<file path="config.mk">
export PLATFORM = sky130hd
export DESIGN_NAME = kmp_first_match_search_core_flat
export DESIGN_NICKNAME = d
export VERILOG_FILES = /design/src/rtl/core/kmp_pkg.sv /design/src/rtl/core/kmp_in_if.sv /design/src/rtl/core/kmp_out_if.sv /design/src/rtl/core/kmp_ram.sv /design/src/rtl/core/kmp_engine.sv /design/src/rtl/core/kmp_first_match_search_core.sv /design/src/flat_wrapper.sv
export SDC_FILE = /design/constraint.sdc
export NUM_CORES = 2
export LEC_CHECK = 0
export ABC_AREA = 1
export BUFFER_PORTS_ARGS = -buffer_cell sky130_fd_sc_hd__buf_2
export CORE_MARGIN = 10
export CORE_UTILIZATION = 45
export DETAILED_ROUTE_END_ITERATION = 12
export HOLD_SLACK_MARGIN = 0.06
export PLACE_DENSITY_LB_ADDON = 0.25
export SYNTH_ARGS = -nofsm -noshare
export SYNTH_HDL_FRONTEND = slang
export SYNTH_SLANG_ARGS = --single-unit
</file>
<file path="constraint.sdc">
create_clock -name clk -period 9 [get_ports clk]
set_input_delay 0.9 -clock clk [delete_from_list [all_inputs] [get_ports clk]]
set_output_delay 0.9 -clock clk [all_outputs]
set_load 0.01 [all_outputs]
</file>
<file path="src/rtl/core/kmp_pkg.sv">
// Shared constants, codes, result type and helpers for the KMP first-match search core.
// No dependencies.
package kmp_pkg;

	localparam int              PATTERN_MAX = 128;
	localparam longint unsigned TEXT_MAX    = 65536;

	localparam int ACT_W    = 2;
	localparam int CHAR_W   = 8;
	localparam int STATUS_W = 3;
	localparam int POS_W    = 16;

	localparam int IDX_W  = (PATTERN_MAX > 1) ? $clog2(PATTERN_MAX) : 1;
	localparam int LEN_W  = $clog2(PATTERN_MAX + 1);
	localparam int TPOS_W = $clog2(TEXT_MAX + 1);
	localparam int SUM_W  = TPOS_W + LEN_W + POS_W;

	localparam logic [ACT_W-1:0] ACT_CLEAR   = 2'd0;
	localparam logic [ACT_W-1:0] ACT_PATTERN = 2'd1;
	localparam logic [ACT_W-1:0] ACT_TEXT    = 2'd2;

	localparam logic [STATUS_W-1:0] STAT_CLEARED  = 3'd0;
	localparam logic [STATUS_W-1:0] STAT_TAKEN    = 3'd1;
	localparam logic [STATUS_W-1:0] STAT_IGNORED  = 3'd2;
	localparam logic [STATUS_W-1:0] STAT_NO_MATCH = 3'd3;
	localparam logic [STATUS_W-1:0] STAT_MATCH    = 3'd4;
	localparam logic [STATUS_W-1:0] STAT_ALREADY  = 3'd5;
	localparam logic [STATUS_W-1:0] STAT_TOO_LONG = 3'd6;

	typedef struct packed {
		logic [STATUS_W-1:0] status;
		logic [POS_W-1:0]    match_pos;
	} res_t;

	// start of the occurrence that ends at text byte tpos
	function automatic logic [POS_W-1:0] found_start(input logic [TPOS_W-1:0] tpos,
		input logic [LEN_W-1:0] len);
		logic [SUM_W-1:0] s;
		s = SUM_W'(tpos) + SUM_W'(1) - SUM_W'(len);
		return s[POS_W-1:0];
	endfunction

endpackage

</file>
<file path="src/rtl/core/kmp_in_if.sv">
// Input channel: valid/ready handshake carrying action and char_value.
// Depends on kmp_pkg.
interface kmp_in_if import kmp_pkg::*; ();
	logic              valid;
	logic              ready;
	logic [ACT_W-1:0]  action;
	logic [CHAR_W-1:0] char_value;

	modport source (output valid, output action, output char_value, input ready);
	modport sink (input valid, input action, input char_value, output ready);
endinterface

</file>
<file path="src/rtl/core/kmp_out_if.sv">
// Result channel: valid/ready handshake carrying status and match_pos.
// Depends on kmp_pkg.
interface kmp_out_if import kmp_pkg::*; ();
	logic                valid;
	logic                ready;
	logic [STATUS_W-1:0] status;
	logic [POS_W-1:0]    match_pos;

	modport source (output valid, output status, output match_pos, input ready);
	modport sink (input valid, input status, input match_pos, output ready);
endinterface

</file>
<file path="src/rtl/core/kmp_ram.sv">
// Generic single-write, single-read synchronous RAM with registered read data.
// No dependencies.
module kmp_ram #(
	parameter int WIDTH = 8,
	parameter int DEPTH = 128
) (
	input  logic                                    clk,
	input  logic                                    we,
	input  logic [((DEPTH > 1) ? $clog2(DEPTH) : 1)-1:0] waddr,
	input  logic [WIDTH-1:0]                        wdata,
	input  logic [((DEPTH > 1) ? $clog2(DEPTH) : 1)-1:0] raddr,
	output logic [WIDTH-1:0]                        rdata
);
	logic [WIDTH-1:0] mem [DEPTH];

	always_ff @(posedge clk) begin
		if (we) begin
			mem[waddr] <= wdata;
		end
		rdata <= mem[raddr];
	end
endmodule

</file>
<file path="src/rtl/core/kmp_engine.sv">
// Search sequencer: pattern and failure-table RAMs, online table build and KMP text scan.
// Depends on kmp_pkg, kmp_in_if and kmp_ram.
module kmp_engine import kmp_pkg::*; (
	input  logic      clk,
	input  logic      arst_n,
	kmp_in_if.sink    item,
	output logic      res_valid,
	output res_t      res,
	input  logic      res_ready
);
	localparam logic [1:0] S_IDLE = 2'd0;
	localparam logic [1:0] S_EVAL = 2'd1;
	localparam logic [1:0] S_DONE = 2'd2;

	logic [1:0]        state_q;
	logic [ACT_W-1:0]  act_q;
	logic [CHAR_W-1:0] char_q;
	logic [IDX_W-1:0]  m_q;
	logic [LEN_W-1:0]  pat_len_q;
	logic [IDX_W-1:0]  prefix_q;
	logic [IDX_W-1:0]  match_q;
	logic [TPOS_W-1:0] text_pos_q;
	logic              found_q;
	logic [POS_W-1:0]  found_pos_q;
	res_t              res_q;

	logic              take;
	logic [CHAR_W-1:0] pat_rdata;
	logic [IDX_W-1:0]  fail_rdata;
	logic [IDX_W-1:0]  pat_raddr;
	logic [IDX_W-1:0]  fail_raddr;
	logic              first_byte;
	logic              eval_hit;
	logic              eval_done;
	logic [LEN_W-1:0]  eval_len;
	logic              wr_en;
	logic [POS_W-1:0]  new_pos;

	assign item.ready = (state_q == S_IDLE);
	assign take       = item.valid && item.ready;
	assign res_valid  = (state_q == S_DONE);
	assign res        = res_q;

	assign first_byte = (act_q == ACT_PATTERN) && (pat_len_q == '0);
	assign eval_hit   = (pat_rdata == char_q);
	assign eval_done  = first_byte || eval_hit || (m_q == '0);
	assign eval_len   = first_byte ? '0 :
		(eval_hit ? LEN_W'(m_q) + LEN_W'(1) : '0);
	assign wr_en      = (state_q == S_EVAL) && eval_done && (act_q == ACT_PATTERN);
	assign new_pos    = found_start(text_pos_q, pat_len_q);

	// fallback: next probe address comes straight from the failure-table read
	always_comb begin
		if (state_q == S_EVAL) begin
			pat_raddr = fail_rdata;
		end else if (item.action == ACT_PATTERN) begin
			pat_raddr = prefix_q;
		end else begin
			pat_raddr = match_q;
		end
		fail_raddr = pat_raddr - IDX_W'(1);
	end

	kmp_ram #(.WIDTH(CHAR_W), .DEPTH(PATTERN_MAX)) u_pat_ram (
		.clk   (clk),
		.we    (wr_en),
		.waddr (pat_len_q[IDX_W-1:0]),
		.wdata (char_q),
		.raddr (pat_raddr),
		.rdata (pat_rdata)
	);

	kmp_ram #(.WIDTH(IDX_W), .DEPTH(PATTERN_MAX)) u_fail_ram (
		.clk   (clk),
		.we    (wr_en),
		.waddr (pat_len_q[IDX_W-1:0]),
		.wdata (eval_len[IDX_W-1:0]),
		.raddr (fail_raddr),
		.rdata (fail_rdata)
	);

	always_ff @(posedge clk or negedge arst_n) begin
		if (!arst_n) begin
			state_q     <= S_IDLE;
			act_q       <= ACT_CLEAR;
			char_q      <= '0;
			m_q         <= '0;
			pat_len_q   <= '0;
			prefix_q    <= '0;
			match_q     <= '0;
			text_pos_q  <= '0;
			found_q     <= 1'b0;
			found_pos_q <= '0;
			res_q       <= '0;
		end else begin
			case (state_q)
				S_IDLE: begin
					if (take) begin
						act_q  <= item.action;
						char_q <= item.char_value;
						m_q    <= pat_raddr;
						state_q <= S_DONE;
						case (item.action)
							ACT_CLEAR: begin
								pat_len_q   <= '0;
								prefix_q    <= '0;
								match_q     <= '0;
								text_pos_q  <= '0;
								found_q     <= 1'b0;
								found_pos_q <= '0;
								res_q       <= '{STAT_CLEARED, '0};
							end
							ACT_PATTERN: begin
								if (pat_len_q >= LEN_W'(PATTERN_MAX) || text_pos_q != '0
									|| found_q) begin
									res_q <= '{STAT_IGNORED, '0};
								end else begin
									state_q <= S_EVAL;
								end
							end
							ACT_TEXT: begin
								if (found_q) begin
									res_q <= '{STAT_ALREADY, found_pos_q};
								end else if (text_pos_q >= TPOS_W'(TEXT_MAX)) begin
									res_q <= '{STAT_TOO_LONG, '0};
								end else if (pat_len_q == '0) begin
									found_q     <= 1'b1;
									found_pos_q <= '0;
									text_pos_q  <= text_pos_q + TPOS_W'(1);
									res_q       <= '{STAT_MATCH, '0};
								end else begin
									state_q <= S_EVAL;
								end
							end
							default: begin
								if (found_q) begin
									res_q <= '{STAT_ALREADY, found_pos_q};
								end else begin
									res_q <= '{STAT_NO_MATCH, '0};
								end
							end
						endcase
					end
				end
				S_EVAL: begin
					if (!eval_done) begin
						m_q <= fail_rdata;
					end else begin
						state_q <= S_DONE;
						if (act_q == ACT_PATTERN) begin
							prefix_q  <= eval_len[IDX_W-1:0];
							pat_len_q <= pat_len_q + LEN_W'(1);
							res_q     <= '{STAT_TAKEN, '0};
						end else begin
							text_pos_q <= text_pos_q + TPOS_W'(1);
							if (eval_len >= pat_len_q) begin
								found_q     <= 1'b1;
								found_pos_q <= new_pos;
								match_q     <= '0;
								res_q       <= '{STAT_MATCH, new_pos};
							end else begin
								match_q <= eval_len[IDX_W-1:0];
								res_q   <= '{STAT_NO_MATCH, '0};
							end
						end
					end
				end
				S_DONE: begin
					if (res_ready) begin
						state_q <= S_IDLE;
					end
				end
				default: begin
					state_q <= S_IDLE;
				end
			endcase
		end
	end

	a_wr_only_eval: assert property (@(posedge clk) disable iff (!arst_n)
		wr_en |-> (state_q == S_EVAL))
		else $error("table write outside evaluation");

	a_match_below_len: assert property (@(posedge clk) disable iff (!arst_n)
		(pat_len_q != '0) |-> (LEN_W'(match_q) < pat_len_q))
		else $error("matched length reached pattern length");

	a_prefix_below_len: assert property (@(posedge clk) disable iff (!arst_n)
		(pat_len_q != '0) |-> (LEN_W'(prefix_q) < pat_len_q))
		else $error("prefix length reached pattern length");

	a_take_leaves_idle: assert property (@(posedge clk) disable iff (!arst_n)
		take |=> (state_q != S_IDLE))
		else $error("accepted transfer not processed");

	a_text_saturates: assert property (@(posedge clk) disable iff (!arst_n)
		text_pos_q <= TPOS_W'(TEXT_MAX))
		else $error("text position beyond limit");
endmodule

</file>
<file path="src/rtl/core/kmp_first_match_search_core.sv">
// KMP first-match search core: top level with result output register.
// Depends on kmp_pkg, kmp_in_if, kmp_out_if and kmp_engine.
//
// Usage: the item channel carries action (clear, pattern byte, text byte) and
// char_value; every accepted transfer yields exactly one result transfer with
// status and match_pos, in order. Send a clear, then the pattern bytes, then
// text bytes; the failure table is built as pattern bytes arrive.
// Sequence: clear, ignored and settled items go from acceptance to the done
// state, then to a result in the output register. Pattern and text bytes that
// probe the tables pass through the evaluation state, which repeats for each
// failure-table fallback step; each step is one read of the pattern and
// failure RAMs. Over a text, fallbacks are bounded by the bytes scanned.
// One item is in the engine at a time; a new item is accepted while the output
// register still holds the previous result.
// Reset clears all search state; the RAMs are not cleared, as only entries
// below the pattern length are ever read. When the receiver stalls, the output
// register holds its result, the engine holds the next one, and the item
// channel deasserts ready.
module kmp_first_match_search_core import kmp_pkg::*; (
	input  logic       clk,
	input  logic       arst_n,
	kmp_in_if.sink     item,
	kmp_out_if.source  result
);
	logic res_valid;
	res_t res;
	logic res_ready;
	logic out_valid_q;
	res_t out_q;

	kmp_engine u_engine (
		.clk       (clk),
		.arst_n    (arst_n),
		.item      (item),
		.res_valid (res_valid),
		.res       (res),
		.res_ready (res_ready)
	);

	assign res_ready = !out_valid_q || result.ready;

	always_ff @(posedge clk or negedge arst_n) begin
		if (!arst_n) begin
			out_valid_q <= 1'b0;
		end else if (res_ready) begin
			out_valid_q <= res_valid;
		end
	end

	always_ff @(posedge clk) begin
		if (res_ready && res_valid) begin
			out_q <= res;
		end
	end

	assign result.valid     = out_valid_q;
	assign result.status    = out_q.status;
	assign result.match_pos = out_q.match_pos;
endmodule
</file>
<file path="src/flat_wrapper.sv">
// flat-port wrapper written by rule: the top's interface ports become plain ports
module kmp_first_match_search_core_flat import kmp_pkg::*;
  (clk, arst_n, item_valid, item_action, item_char_value, item_ready, result_valid, result_status, result_match_pos, result_ready);
  kmp_in_if item_i ();
  kmp_out_if result_i ();
  input  logic clk;
  input  logic arst_n;
  input wire logic [$bits(item_i.valid)-1:0] item_valid;
  input wire logic [$bits(item_i.action)-1:0] item_action;
  input wire logic [$bits(item_i.char_value)-1:0] item_char_value;
  output wire logic [$bits(item_i.ready)-1:0] item_ready;
  output wire logic [$bits(result_i.valid)-1:0] result_valid;
  output wire logic [$bits(result_i.status)-1:0] result_status;
  output wire logic [$bits(result_i.match_pos)-1:0] result_match_pos;
  input wire logic [$bits(result_i.ready)-1:0] result_ready;
  assign item_i.valid = item_valid;
  assign item_i.action = item_action;
  assign item_i.char_value = item_char_value;
  assign item_ready = item_i.ready;
  assign result_valid = result_i.valid;
  assign result_status = result_i.status;
  assign result_match_pos = result_i.match_pos;
  assign result_i.ready = result_ready;
  kmp_first_match_search_core u_core (.clk(clk), .arst_n(arst_n), .item(item_i), .result(result_i));
endmodule
</file>
==> metrics <==
Final Cycle Share=64.8%; Starting Density=45.4%; final hold vios=0; Post-Route WL=262000 um; time the worst path needs with I/O delays and setup=5.83 ns; Total Routing Usage GR=23.0%; via-per-instance ratio=5.36; Routed Antenna Nets=0; Max stage delay on crit path=0.86 ns; Longest Clk Path Bufs=3; crit path kind=reg -> reg; share of cells above drive strength 1=6.59%; DR vias=62912; Data required, critical path=~9.8 ns; post-synth cell types=46; commonest non-fill, non-tap cell in the layout=nand2_1; Die Span Y=469 um; pin count of the biggest net entering global routing=180; Seq cells post-synth=between 2000 and 2500; Seq/Total Area, Yosys=between 60% and 70%; CTS Buf Count=210; CTS tree=yes; multi-input logic area=0.0219 mm2; Post-Syn Instances=8959; average wire per standard cell=22.3 um; first-pass GRT wire length=388000 um; Max rail drop VDD=194 uV; Fill cells=17867; GPL Wtd Cong=around 0.9; Post-DP HPWL=150000 um; clk_lat worst skew=roughly 0.87 ns; average cell area after synthesis=10.1 um2; Chip Width=469 um; Slew Limit Headroom=15.5%; Hold Slack=0.283 ns; unrepaired setup endpoints after global routing=no; max capacitance violation total=0; skew final=about 0.04 ns; Hold Path Class=in -> reg; most frequent cells in the layout=2546 x nand2_1, 1939 x edfxtp_1, 1759 x nand3_1, 1599 x inv_1, 212 x clkbuf_16; P per Cell Area=between 150 and 200 mW/mm2; final setup TNS=0 ns; synthesized area=0.0908 mm2; Crit-path slowest cell=buf_4; yosys warns=0; DR pass1 iterations=6; Core Area=between 0.2 and 0.25 mm2; htree depth=4; row count=between 150 and 200; status=completed; CP Launch Type=register; area grow syn2layout=10.5%; number of nets in the layout=8976; most used cell, CP=nand3_1; drt initial violations=~7700; Top Ports=35; CP Buf/Inv Count=3; Setup Viol. Count Final=0; Post-CTS Resized=0; Power Total=18.7 mW; clock root buffer=clkbuf_16; Crit path arrival time=6.59 ns; Overflow after GRT=0; measured slew at the worst slew-check pin=1.27 ns; DR DRC count=0; crit path cell chain=inv_2, nand2_4, nand3_4, nand2_8, buf_4, buf_4, nand2_1, nand3_1, nand3_1, nand3_1, nand3_1, nand3_1, nand2_1, nand2_1, nand2_1; initial antenna violation count=6; Fmax achieved=171 MHz; crit-path leading delay family=simple AND/OR/NAND/NOR gates; vias in the first global route=59605; die area=0.220 mm2; Mapped Nets=9026; Reg area=between 0.06 and 0.07 mm2; Lkg Pwr=43.8 nW; Worst Path Max Fanout=a little under 100; crit end category=register; Worst-path clk slew=0.06 ns; fin. max-slew vios=0; PortBufs=34; Sink Count=around 2000
[where the power goes]
group | switching (mW) | internal [mW] | leakage [nW]
sequential | 0.0000000000000000110 | 10.3 | 15.3
combinational | 0.0145 | 0.00413 | 25.3
clock | 3.73 | 4.72 | 3.21
[cells in the mapped netlist (all sizes together)]
library cell / n / area, um2
nand2: 2558 / 9640
edfxtp: 1939 / 58200
nand3: 1769 / 8880
inv: 1616 / 6070
buf: 342 / 1820
nor2: 197 / 754
clkbuf: 109 / 409
dfrtp: 95 / 2380
o21ai: 70 / 358
ha: 52 / 651
a21oi: 51 / 255
nor3: 20 / 110
o211ai: 20 / 150
nand3b: 19 / 143
xor2: 19 / 181
dfxtp: 15 / 300
nand4: 14 / 93.8
mux2: 7 / 78.8
o21a: 6 / 45.0
and3: 5 / 31.3
nor4: 5 / 31.3
xnor2: 5 / 43.8
clkinv: 4 / 15.0
o21bai: 4 / 30.0
a31oi: 3 / 18.8
a32o: 3 / 30.0
o31ai: 3 / 22.5
or2: 3 / 18.8
a32oi: 2 / 17.5
fa: 1 / 20.0
nor4b: 1 / 8.76
o22ai: 1 / 6.26
o311ai: 1 / 8.76
[per-stage QoR]
step / utilization (%) / cells / instance area (um2) / setup slack (ns)
2_1_floorplan: - / 8959 / 90800 / 1.17
3_3_place_gp: 46.8 / 11352 / 93800 / 2.87
3_5_place_dp: 46.8 / 11352 / 93800 / 2.84
4_1_cts: 50.1 / 11740 / 100000 / 3.37
5_1_grt: 50.1 / 11742 / 100000 / 2.90
6_report: 50.1 / 11743 / 100000 / 3.17
[cell families after synthesis]
family	count (synthesis)	share of synthesized area, %
flip-flops	2049	67.0
XOR/XNOR	24	0.248
AND/OR/NAND/NOR	4591	21.7
multiplexers	7	0.0868
AO/OA/AOI/OAI	164	1.04
buffers and inverters	2071	9.15
adder cells (fa/ha/maj)	53	0.738
[metal layers]
metal	share of wire [%]	global-route usage [%]	up-vias	wire [um]
met5	0.0061	0	-	16
met4	3.9	8.65	2	10200
met3	9.2	4.69	468	24200
met2	45	35.7	2841	118000
met1	42	31.8	30529	109000
li1	-	-	29072	-
[what timing repair did]
action	in CTS	in global routing
hold buffers	1	0
endpoints found under the hold margin	42	0
setup buffers	0	0
[sequential cells by signal, indices dropped and copies added (netlist names)]
name	cells
u_core.u_engine.u_pat_ram.mem	1024
u_core.u_engine.u_fail_ram.mem	896
u_core.u_engine.res	19
u_core.u_engine.text_pos_q	17
u_core.result.match_pos	16
u_core.u_engine.found_pos_q	16
u_core.u_engine.char_q	8
u_core.u_engine.pat_len_q	8
u_core.u_engine.u_pat_ram.rdata	8
u_core.u_engine.m_q	7
u_core.u_engine.match_q	7
u_core.u_engine.prefix_q	7
u_core.u_engine.u_fail_ram.rdata	7
u_core.result.status	3
u_core.u_engine.act_q	2
u_core.u_engine.state_q	2
u_core.result.valid	1
u_core.u_engine.found_q	1
[area by class of cell]
type,count,area share [%]
clock inverter,108,0.958
timing repair buffer,189,1.47
inverter,1620,6.08
tap,2656,3.31
sequential,2049,60.7
antenna,3,0.00748
clock buffer,279,5.61
multi-input combinational,4839,21.9
[final timing paths]
path,from,endpoint,slack [ns],cells past startpoint
setup / recovery,u_core.u_engine.state_q[1],u_core.u_engine.u_pat_ram.rdata[1],3.17,15
hold / removal,item_char_value[5],u_core.u_engine.char_q[5],0.28,2
setup reg to reg,u_core.u_engine.state_q[1],u_core.u_engine.u_pat_ram.rdata[1],3.17,15
hold reg to reg,u_core.u_engine.res[8],u_core.result.match_pos[8],0.44,0
max in group asynchronous,arst_n,u_core.u_engine.char_q[4],7.22,3
min in group asynchronous,arst_n,u_core.u_engine.char_q[3],0.58,2
No activity file was read; power rests on OpenSTA's default activity.
